File: config.mk
export PLATFORM = sky130hd
export DESIGN_NAME = two_level_priority_fifo_top_flat
export DESIGN_NICKNAME = d
export VERILOG_FILES = /design/src/rtl/core/tpf_pkg.sv /design/src/rtl/core/tpf_if.sv /design/src/rtl/core/tpf_queue.sv /design/src/rtl/core/two_level_priority_fifo_top.sv /design/src/flat_wrapper.sv
export SDC_FILE = /design/constraint.sdc
export NUM_CORES = 2
export LEC_CHECK = 0
export ABC_AREA = 1
export BUFFER_PORTS_ARGS = -buffer_cell sky130_fd_sc_hd__buf_4
export CORE_MARGIN = 2
export CORE_UTILIZATION = 45
export CTS_CLUSTER_DIAMETER = 30
export DETAILED_ROUTE_END_ITERATION = 10
export PLACE_DENSITY_LB_ADDON = 0.25
export RECOVER_POWER = 100
export REMOVE_ABC_BUFFERS = 1
export SETUP_SLACK_MARGIN = 0.05
export SYNTH_ARGS = -nofsm -noshare
export SYNTH_HDL_FRONTEND = slang
export SYNTH_SLANG_ARGS = --single-unit
File: constraint.sdc
create_clock -name clk -period 6.1 [get_ports clk]
set_clock_uncertainty 0.05 [all_clocks]
set_input_delay 0.915 -clock clk [delete_from_list [all_inputs] [get_ports clk]]
set_output_delay 0.915 -clock clk [all_outputs]
set_load 0.03 [all_outputs]
File: src/rtl/core/tpf_pkg.sv
// Shared constants, codes and types for the two-level priority FIFO.
`timescale 1ns / 1ps
`default_nettype none

package tpf_pkg;

	localparam int DEPTH_DEF = 16;
	localparam int MODE_W    = 2;
	localparam int DATA_W    = 64;
	localparam int STATUS_W  = 2;
	localparam int LEVEL_W   = 5;

	// Mode: bit 1 set means pop, else bit 0 picks the queue to push.
	localparam int MODE_POP_BIT    = 1;
	localparam int MODE_URGENT_BIT = 0;

	localparam logic [STATUS_W-1:0] ST_DONE  = 2'd0;
	localparam logic [STATUS_W-1:0] ST_FULL  = 2'd1;
	localparam logic [STATUS_W-1:0] ST_EMPTY = 2'd2;

	typedef struct packed {
		logic push;
		logic pop;
	} queue_cmd_t;

endpackage

`default_nettype wire

File: src/rtl/core/tpf_if.sv
// Valid/ready channel interfaces for input and result transactions.
`timescale 1ns / 1ps
`default_nettype none

interface tpf_in_if;
	logic                       valid;
	logic                       ready;
	logic [tpf_pkg::MODE_W-1:0] mode;
	logic [tpf_pkg::DATA_W-1:0] data_in;

	modport source (output valid, output mode, output data_in, input ready);
	modport sink   (input valid, input mode, input data_in, output ready);
endinterface

interface tpf_out_if;
	logic                         valid;
	logic                         ready;
	logic [tpf_pkg::DATA_W-1:0]   data_out;
	logic                         from_urgent;
	logic [tpf_pkg::STATUS_W-1:0] status;
	logic [tpf_pkg::LEVEL_W-1:0]  normal_level;
	logic [tpf_pkg::LEVEL_W-1:0]  urgent_level;

	modport source (output valid, output data_out, output from_urgent, output status,
		output normal_level, output urgent_level, input ready);
	modport sink   (input valid, input data_out, input from_urgent, input status,
		input normal_level, input urgent_level, output ready);
endinterface

`default_nettype wire

File: src/rtl/core/tpf_queue.sv
// One circular queue: word memory, read/write pointers and fill count.
`timescale 1ns / 1ps
`default_nettype none

module tpf_queue #(
	parameter int DEPTH = tpf_pkg::DEPTH_DEF,
	parameter int AW    = $clog2(DEPTH),
	parameter int CW    = $clog2(DEPTH + 1)
) (
	input  wire                       clk,
	input  wire                       arst_n,
	input  wire tpf_pkg::queue_cmd_t  cmd,
	input  wire [tpf_pkg::DATA_W-1:0] wr_data,
	output logic [CW-1:0]             count,
	output logic [tpf_pkg::DATA_W-1:0] rd_data
);

	logic [tpf_pkg::DATA_W-1:0] mem_q [DEPTH];
	logic [AW-1:0]              wr_ptr_q;
	logic [AW-1:0]              rd_ptr_q;
	logic [CW-1:0]              count_q;
	logic [tpf_pkg::DATA_W-1:0] rd_data_q;

	// Write lands at the edge; a pop of that entry comes in the following cycle at the earliest.
	always_ff @(posedge clk) begin
		if (cmd.push) begin
			mem_q[wr_ptr_q] <= wr_data;
		end
		if (cmd.pop) begin
			rd_data_q <= mem_q[rd_ptr_q];
		end
	end

	always_ff @(posedge clk or negedge arst_n) begin
		if (!arst_n) begin
			wr_ptr_q <= '0;
			rd_ptr_q <= '0;
			count_q  <= '0;
		end else begin
			if (cmd.push) begin
				wr_ptr_q <= (wr_ptr_q == AW'(DEPTH - 1)) ? '0 : wr_ptr_q + 1'b1;
				count_q  <= count_q + 1'b1;
			end else if (cmd.pop) begin
				rd_ptr_q <= (rd_ptr_q == AW'(DEPTH - 1)) ? '0 : rd_ptr_q + 1'b1;
				count_q  <= count_q - 1'b1;
			end
		end
	end

	assign count   = count_q;
	assign rd_data = rd_data_q;

`ifndef SYNTHESIS
	a_count_bound: assert property (@(posedge clk) disable iff (!arst_n)
		count_q <= CW'(DEPTH))
		else $error("queue count above depth");
	a_one_op: assert property (@(posedge clk) disable iff (!arst_n)
		!(cmd.push && cmd.pop))
		else $error("push and pop in one cycle");
	a_no_overflow: assert property (@(posedge clk) disable iff (!arst_n)
		cmd.push |-> count_q != CW'(DEPTH))
		else $error("push into full queue");
	a_no_underflow: assert property (@(posedge clk) disable iff (!arst_n)
		cmd.pop |-> count_q != '0)
		else $error("pop from empty queue");
	a_pop_count: assert property (@(posedge clk) disable iff (!arst_n)
		cmd.pop |=> count_q == $past(count_q) - 1'b1)
		else $error("count not decremented by pop");
`endif

endmodule

`default_nettype wire

File: src/rtl/core/two_level_priority_fifo_top.sv
// Top level of the two-level strict-priority FIFO.
`timescale 1ns / 1ps
`default_nettype none

// Two circular queues of 64-bit words, normal and urgent, DEPTH entries each,
// kept in synchronous memories. Every input transaction either pushes data_in
// into one queue (mode 0 normal, 1 urgent) or pops (mode bit 1 set, so mode 3
// pops too). A pop takes from the urgent queue whenever it holds a word and
// from the normal queue only otherwise. Each input transaction yields exactly
// one result transaction: the popped word (zero unless a pop succeeded), the
// queue it came from, a status (done, push rejected on full queue, pop with
// both queues empty) and both fill levels after the step, masked to 5 bits.
// A rejected push or empty pop changes no state. One input transaction is
// taken per clock while stage 1 can move on. The result passes through
// stage 1 and then the output register before it is offered, because the
// memory read issued at acceptance lands in the queue's read register and is
// captured in the output register as stage 1 moves on. Pointer and count
// updates happen at acceptance, so back-to-back push/pop of the same entry
// needs no forwarding. The output register lets a new transaction enter while
// a result waits; with the sink stalled, at most two transactions are in
// flight. No clearing pass: the block is ready straight out of reset.
module two_level_priority_fifo_top #(
	parameter int DEPTH = tpf_pkg::DEPTH_DEF
) (
	input  wire       clk,
	input  wire       arst_n,
	tpf_in_if.sink    in_chan,
	tpf_out_if.source out_chan
);

	localparam int CW = $clog2(DEPTH + 1);

	// Queue state seen at acceptance.
	logic [CW-1:0]              n_count;
	logic [CW-1:0]              u_count;
	logic [tpf_pkg::DATA_W-1:0] n_rd_data;
	logic [tpf_pkg::DATA_W-1:0] u_rd_data;
	tpf_pkg::queue_cmd_t        n_cmd;
	tpf_pkg::queue_cmd_t        u_cmd;

	logic                         accept;
	logic                         is_pop;
	logic                         to_urgent;
	logic                         n_nonempty;
	logic                         u_nonempty;
	logic                         n_full;
	logic                         u_full;
	logic [tpf_pkg::STATUS_W-1:0] status_d;
	logic [CW-1:0]                n_next;
	logic [CW-1:0]                u_next;

	// Stage 1: decision made, memory read in flight.
	logic                         valid_s1;
	logic                         pop_ok_s1;
	logic                         from_urgent_s1;
	logic [tpf_pkg::STATUS_W-1:0] status_s1;
	logic [tpf_pkg::LEVEL_W-1:0]  n_level_s1;
	logic [tpf_pkg::LEVEL_W-1:0]  u_level_s1;
	logic                         advance_s1;

	// Output register.
	logic                         out_valid_q;
	logic [tpf_pkg::DATA_W-1:0]   data_out_q;
	logic                         from_urgent_q;
	logic [tpf_pkg::STATUS_W-1:0] status_q;
	logic [tpf_pkg::LEVEL_W-1:0]  n_level_q;
	logic [tpf_pkg::LEVEL_W-1:0]  u_level_q;

	tpf_queue #(.DEPTH(DEPTH)) u_normal_q (
		.clk     (clk),
		.arst_n  (arst_n),
		.cmd     (n_cmd),
		.wr_data (in_chan.data_in),
		.count   (n_count),
		.rd_data (n_rd_data)
	);

	tpf_queue #(.DEPTH(DEPTH)) u_urgent_q (
		.clk     (clk),
		.arst_n  (arst_n),
		.cmd     (u_cmd),
		.wr_data (in_chan.data_in),
		.count   (u_count),
		.rd_data (u_rd_data)
	);

	// Stage 1 moves on when the output register is free or being emptied.
	assign advance_s1    = valid_s1 && (!out_valid_q || out_chan.ready);
	assign in_chan.ready = !valid_s1 || advance_s1;
	assign accept        = in_chan.valid && in_chan.ready;

	assign is_pop     = in_chan.mode[tpf_pkg::MODE_POP_BIT];
	assign to_urgent  = in_chan.mode[tpf_pkg::MODE_URGENT_BIT];
	assign n_nonempty = (n_count != '0);
	assign u_nonempty = (u_count != '0);
	assign n_full     = (n_count == CW'(DEPTH));
	assign u_full     = (u_count == CW'(DEPTH));

	// Strict priority: urgent first, normal only when urgent is empty.
	always_comb begin
		u_cmd.pop  = accept && is_pop && u_nonempty;
		n_cmd.pop  = accept && is_pop && !u_nonempty && n_nonempty;
		u_cmd.push = accept && !is_pop && to_urgent && !u_full;
		n_cmd.push = accept && !is_pop && !to_urgent && !n_full;
	end

	always_comb begin
		if (is_pop) begin
			status_d = (u_nonempty || n_nonempty) ? tpf_pkg::ST_DONE : tpf_pkg::ST_EMPTY;
		end else begin
			status_d = (to_urgent ? u_full : n_full) ? tpf_pkg::ST_FULL : tpf_pkg::ST_DONE;
		end
	end

	// Levels after this step.
	assign n_next = n_count + CW'(n_cmd.push) - CW'(n_cmd.pop);
	assign u_next = u_count + CW'(u_cmd.push) - CW'(u_cmd.pop);

	always_ff @(posedge clk or negedge arst_n) begin
		if (!arst_n) begin
			valid_s1 <= 1'b0;
		end else if (in_chan.ready) begin
			valid_s1 <= in_chan.valid;
		end
	end

	always_ff @(posedge clk) begin
		if (accept) begin
			pop_ok_s1      <= u_cmd.pop || n_cmd.pop;
			from_urgent_s1 <= u_cmd.pop;
			status_s1      <= status_d;
			n_level_s1     <= tpf_pkg::LEVEL_W'(n_next);
			u_level_s1     <= tpf_pkg::LEVEL_W'(u_next);
		end
	end

	always_ff @(posedge clk or negedge arst_n) begin
		if (!arst_n) begin
			out_valid_q <= 1'b0;
		end else if (advance_s1) begin
			out_valid_q <= 1'b1;
		end else if (out_chan.ready) begin
			out_valid_q <= 1'b0;
		end
	end

	// Memory read data stays put until the next pop is accepted, which
	// can only happen at or after the edge where stage 1 moves on.
	always_ff @(posedge clk) begin
		if (advance_s1) begin
			if (pop_ok_s1) begin
				data_out_q <= from_urgent_s1 ? u_rd_data : n_rd_data;
			end else begin
				data_out_q <= '0;
			end
			from_urgent_q <= from_urgent_s1;
			status_q      <= status_s1;
			n_level_q     <= n_level_s1;
			u_level_q     <= u_level_s1;
		end
	end

	assign out_chan.valid        = out_valid_q;
	assign out_chan.data_out     = data_out_q;
	assign out_chan.from_urgent  = from_urgent_q;
	assign out_chan.status       = status_q;
	assign out_chan.normal_level = n_level_q;
	assign out_chan.urgent_level = u_level_q;

`ifndef SYNTHESIS
	a_pop_priority: assert property (@(posedge clk) disable iff (!arst_n)
		n_cmd.pop |-> u_count == '0)
		else $error("normal pop while urgent holds data");
	a_urgent_flag: assert property (@(posedge clk) disable iff (!arst_n)
		(valid_s1 && from_urgent_s1) |-> (pop_ok_s1 && status_s1 == tpf_pkg::ST_DONE))
		else $error("urgent flag without successful pop");
	a_no_accept_on_stall: assert property (@(posedge clk) disable iff (!arst_n)
		(valid_s1 && out_valid_q && !out_chan.ready) |-> !accept)
		else $error("transaction accepted with both stages blocked");
	a_failed_no_change: assert property (@(posedge clk) disable iff (!arst_n)
		(accept && status_d != tpf_pkg::ST_DONE) |=>
			(n_count == $past(n_count) && u_count == $past(u_count)))
		else $error("rejected transaction changed a count");
`endif

endmodule

`default_nettype wire

File: src/flat_wrapper.sv
// flat-port wrapper written by rule: the top's interface ports become plain ports
module two_level_priority_fifo_top_flat 
#(
	parameter int DEPTH = tpf_pkg::DEPTH_DEF
)
  (clk, arst_n, in_chan_valid, in_chan_mode, in_chan_data_in, in_chan_ready, out_chan_valid, out_chan_data_out, out_chan_from_urgent, out_chan_status, out_chan_normal_level, out_chan_urgent_level, out_chan_ready);
  tpf_in_if in_chan_i ();
  tpf_out_if out_chan_i ();
  input  wire clk;
  input  wire arst_n;
  input wire logic [$bits(in_chan_i.valid)-1:0] in_chan_valid;
  input wire logic [$bits(in_chan_i.mode)-1:0] in_chan_mode;
  input wire logic [$bits(in_chan_i.data_in)-1:0] in_chan_data_in;
  output wire logic [$bits(in_chan_i.ready)-1:0] in_chan_ready;
  output wire logic [$bits(out_chan_i.valid)-1:0] out_chan_valid;
  output wire logic [$bits(out_chan_i.data_out)-1:0] out_chan_data_out;
  output wire logic [$bits(out_chan_i.from_urgent)-1:0] out_chan_from_urgent;
  output wire logic [$bits(out_chan_i.status)-1:0] out_chan_status;
  output wire logic [$bits(out_chan_i.normal_level)-1:0] out_chan_normal_level;
  output wire logic [$bits(out_chan_i.urgent_level)-1:0] out_chan_urgent_level;
  input wire logic [$bits(out_chan_i.ready)-1:0] out_chan_ready;
  assign in_chan_i.valid = in_chan_valid;
  assign in_chan_i.mode = in_chan_mode;
  assign in_chan_i.data_in = in_chan_data_in;
  assign in_chan_ready = in_chan_i.ready;
  assign out_chan_valid = out_chan_i.valid;
  assign out_chan_data_out = out_chan_i.data_out;
  assign out_chan_from_urgent = out_chan_i.from_urgent;
  assign out_chan_status = out_chan_i.status;
  assign out_chan_normal_level = out_chan_i.normal_level;
  assign out_chan_urgent_level = out_chan_i.urgent_level;
  assign out_chan_i.ready = out_chan_ready;
  two_level_priority_fifo_top #(.DEPTH(DEPTH)) u_core (.clk(clk), .arst_n(arst_n), .in_chan(in_chan_i), .out_chan(out_chan_i));
endmodule
==> results.py <==
metrics = {
    "detailed_routing": {
        "wl_mm": 239,
        "wire_per_inst_um": 25.2,
        "via_count": 55000,
        "first_pass_iters": 6,
        "vias_per_cell": 5.80,
        "drc": 0,
        "drtIter0Drc": 6217,
        "detail-route-antenna-nets": 0,
    },
    "logic_synthesis": {
        "ys_warn_count": 0,
        "netlist_area_mm2": 0.0886,
        "ys_ff_latch": 2295,
        "syn_inst": 6216,
        "yosysUniqueCellTypes": 35,
        "avgSynthCellArea_um2": 14.2,
        "synth-seq-area-share_pct": 77.7,
    },
    "cts": {
        "cts_buffers": 445,
        "cts_max_path_buffers": 4,
        "cts_sinks": 2295,
        "cts_resized": 0,
        "htreeDepth": 5,
        "clkTransAtPathRegs_ps": 50,
        "tritoncts": "done",
        "clock_latency_ps": 980,
        "cts-root-buf": "clkbuf_16",
    },
    "die": {
        "fp.dieH_um": 448,
        "die_w_um": 448,
        "die-area_mm2": 0.200,
        "coreArea_mm2": 0.195,
        "num_io_pins": 149,
        "start_util_pct": 45.4,
        "rows": 162,
    },
    "flow_run": {
        "cap_violations": 67,
    },
    "pwr": {
        "internal_power_w": 0.0372,
        "vdd_drop_max_v": 0.000341,
        "clkPwrFrac_pct": 44.9,
        "switching_share_pct": 30.0,
        "powerDensity_mw_per_mm2": 499,
        "p_sw_w": 0.0159,
        "p_comb_share_pct": 19.5,
        "total_power_w": 0.0531,
        "p_leak_nw": 35.0,
        "p_seq_share_pct": 35.5,
    },
    "worst_setup_path": {
        "arrival_ps": 5430,
        "worst_r2r_startpoint": "u_core.u_urgent_q.count[2]",
        "worstSetupStartpointType": "register",
        "critPathMaxFanout": 35,
        "reg2reg_depth": 8,
        "rrSetupSlack_ps": 1090,
        "end_kind": "register",
        "path_class": "register to register",
        "r2r_end": "u_core.u_urgent_q.mem_q[9][41]",
        "cp.required_ps": 6510,
    },
    "timing": {
        "setup_violations": 0,
        "max_slew_margin_pct": -153,
        "fmaxAchievable_ghz": 0.200,
        "maxSlewViolCount": 2153,
        "hold_ws_ps": 139,
        "fin_crit_ps": 5010,
        "tightest_slew_ps": 3800,
        "finalCritPeriodShare_pct": 82.1,
        "rsz0062_at_grt": "no",
        "final_hold_viol_count": 0,
    },
    "global_route": {
        "use_met1_pct": 32.7,
        "overflow": 0,
        "grt_max_degree": 226,
        "met3_usage_pct": 4.95,
        "busiest_layer": "met2",
        "grt_first_pass_wirelength_mm": 351,
        "use_met2_pct": 37.4,
        "antenna_found_initial": 10,
        "track_usage_pct": 23.6,
        "first_global_vias": 54000,
    },
    "placed_design": {
        "dp_cells": 8676,
        "placed_area_mm2": 0.0924,
        "io_buffers": 148,
        "gp_congestion": 0.787,
        "dp_hpwl_mm": 122,
    },
    "layout": {
        "area_delta_synth_final_pct": 20.3,
        "final_area_mm2": 0.107,
        "fillers": 15500,
        "multiInputGateArea_mm2": 0.0178,
        "final_cell_count_no_fill": 9493,
        "nets": 6601,
        "regArea_mm2": 0.0688,
        "post_route_cells_drive_above_1_share_pct": 12.0,
    },
    "hold_path": {
        "min-delay-start": "in_chan_valid",
        "holdPathEnd": "u_core.valid_s1",
        "min_path_cells": 3,
        "min_path_type": "input pin to register",
    },
    "status": {
        "outcome": "finished, violations left",
        "violations": "capacitance limit, slew limit",
    },
}
-- cells in the final DEF, fill, tap and decap left out, types with 13 or more instances in the layout --
cell type	netlist	routed
o21ai_0	858	872
o21ai_1	85	71
clkbuf_1	243	229
ha_1	27	27
clkbuf_2	7	14
buf_4	24	50
nor2_4	0	25
clkinv_4	0	37
o211ai_1	34	34
clkinvlp_4	0	56
bufinv_16	0	58
nand2_1	216	216
clkinv_1	0	64
edfxtp_1	2267	2267
mux2i_1	96	96
xor2_1	13	13
o22ai_1	304	304
o221ai_1	97	97
nand3_1	113	115
buf_12	0	24
clkinv_2	0	62
a22oi_1	18	18
a21oi_1	48	47
inv_6	0	25
dfrtp_1	28	22
o32ai_1	160	160
nor2_1	1352	1328
inv_1	46	42
clkbuf_16	0	446
-- cell usage after synthesis (all sizes together) --
cell / n / area share [%]
fa: 4 / 0.090
xnor2: 2 / 0.020
clkbuf: 250 / 1.1
edfxtp: 2267 / 77
buf: 176 / 1.2
o32ai: 160 / 1.6
nor2: 1353 / 5.7
o31ai: 1 / 0.0085
a21oi: 48 / 0.27
nor3: 3 / 0.017
nand2: 216 / 0.92
o221ai: 97 / 0.96
o21ai: 943 / 5.3
a22oi: 18 / 0.15
inv: 53 / 0.23
dfrtp: 28 / 0.79
and2: 1 / 0.0071
o211ai: 34 / 0.29
a21o: 1 / 0.0085
o22ai: 304 / 2.1
xor2: 13 / 0.13
nand3: 116 / 0.67
nor4: 1 / 0.0071
mux2i: 96 / 1.1
ha: 27 / 0.38
nand4: 4 / 0.028
-- through the flow --
step                setup WS (ps)  utilization [%]  setup TNS, ps
floorplan                  -11570                -       -1449830
global placement             1800             47.4              0
detailed placement           1800             47.4              0
CTS                          2160             55.0              0
global route                  966             54.6              0
finish                       1090             54.6              0
-- power by group through the flow --
stage / logic, W / clock network (W) / registers (W)
floorplan: 0.00633 / 0 / 0.0199
global placement: 0.0102 / 0 / 0.0191
detailed placement: 0.0104 / 0 / 0.0191
CTS: 0.0104 / 0.0241 / 0.0188
global route: 0.0114 / 0.0248 / 0.0189
finish: 0.0104 / 0.0239 / 0.0189
-- cell families (layout without fill, tap and decap cells) --
| kind of cell | count (synthesis) | after routing | synth area share, % |
|---|---|---|---|
| buffers and inverters | 479 | 1130 | 2.50 |
| xor gates and xnor gates | 15 | 15 | 0.148 |
| adders and majority gates | 31 | 31 | 0.472 |
| muxes | 96 | 96 | 1.09 |
| DFF | 2295 | 2295 | 77.7 |
| AOI/OAI and AO/OA | 1606 | 1606 | 10.7 |
| and+or+nand+nor | 1694 | 1694 | 7.39 |
| other | 0 | 2 | 0 |
-- worst max-delay path by stage --
stage	startpoint	end	slack, ps
floorplan	u_core.u_urgent_q.rd_ptr_q[0]	u_core.u_urgent_q.rd_data[12]	-11570
global placement	out_chan_ready	u_core.u_normal_q.mem_q[8][8]	1800
detailed placement	in_chan_mode[1]	u_core.u_normal_q.mem_q[5][13]	1800
CTS	u_core.u_normal_q.count[2]	u_core.u_normal_q.mem_q[5][41]	2160
global route	u_core.u_normal_q.count[2]	u_core.u_normal_q.mem_q[12][6]	970
finish	u_core.u_urgent_q.count[2]	u_core.u_urgent_q.mem_q[9][41]	1090
-- sequential cells by signal, summed over array words and instances (netlist names), 2 cells and up --
signal                        count
u_core.u_normal_q.rd_ptr_q        4
u_core.u_normal_q.wr_ptr_q        4
u_core.u_urgent_q.rd_data        64
u_core.out_chan.normal_level      5
u_core.u_urgent_q.mem_q        1024
u_core.n_level_s1                 5
u_core.out_chan.urgent_level      5
u_core.u_normal_q.mem_q        1024
u_core.u_normal_q.rd_data        64
u_core.u_urgent_q.count           5
u_core.out_chan.data_out         64
u_core.out_chan.status            2
u_core.u_urgent_q.wr_ptr_q        4
u_core.u_urgent_q.rd_ptr_q        4
u_core.status_s1                  2
u_core.u_level_s1                 5
u_core.u_normal_q.count           5
-- worst max-delay path: stages (launching register included) --
cell	delay, ps
dfrtp_1	380
inv_1	90
ha_1	220
nand4_1	90
nand2_1	70
nor2_1	630
nand2_1	400
nor2_4	170
clkbuf_1	2210
-- what timing repair did --
action                                 in CTS  in global routing
endpoints found under the hold margin      28                  0
hold buffers                                1                  0
setup buffers                               0                  0
-- layer usage --
metal	vias up	share of wire [%]	wire (um)
li1	24300	-	-
met1	27800	42	99400
met2	2548	47	113000
met3	425	8.8	21100
met4	0	2.6	6290
met5	-	0	0
-- area by class of cell --
cell class                 instances  area share [%]
sequential                      2295            64.6
multi-input combinational       3442            16.7
clock buffer                     502            10.7
clock inverter                   312            3.24
tap                             2624            3.08
timing repair buffer             263            1.49
inverter                          53           0.229
antenna                            2         0.00470
Note: power is estimated with default switching activity, not from simulation.
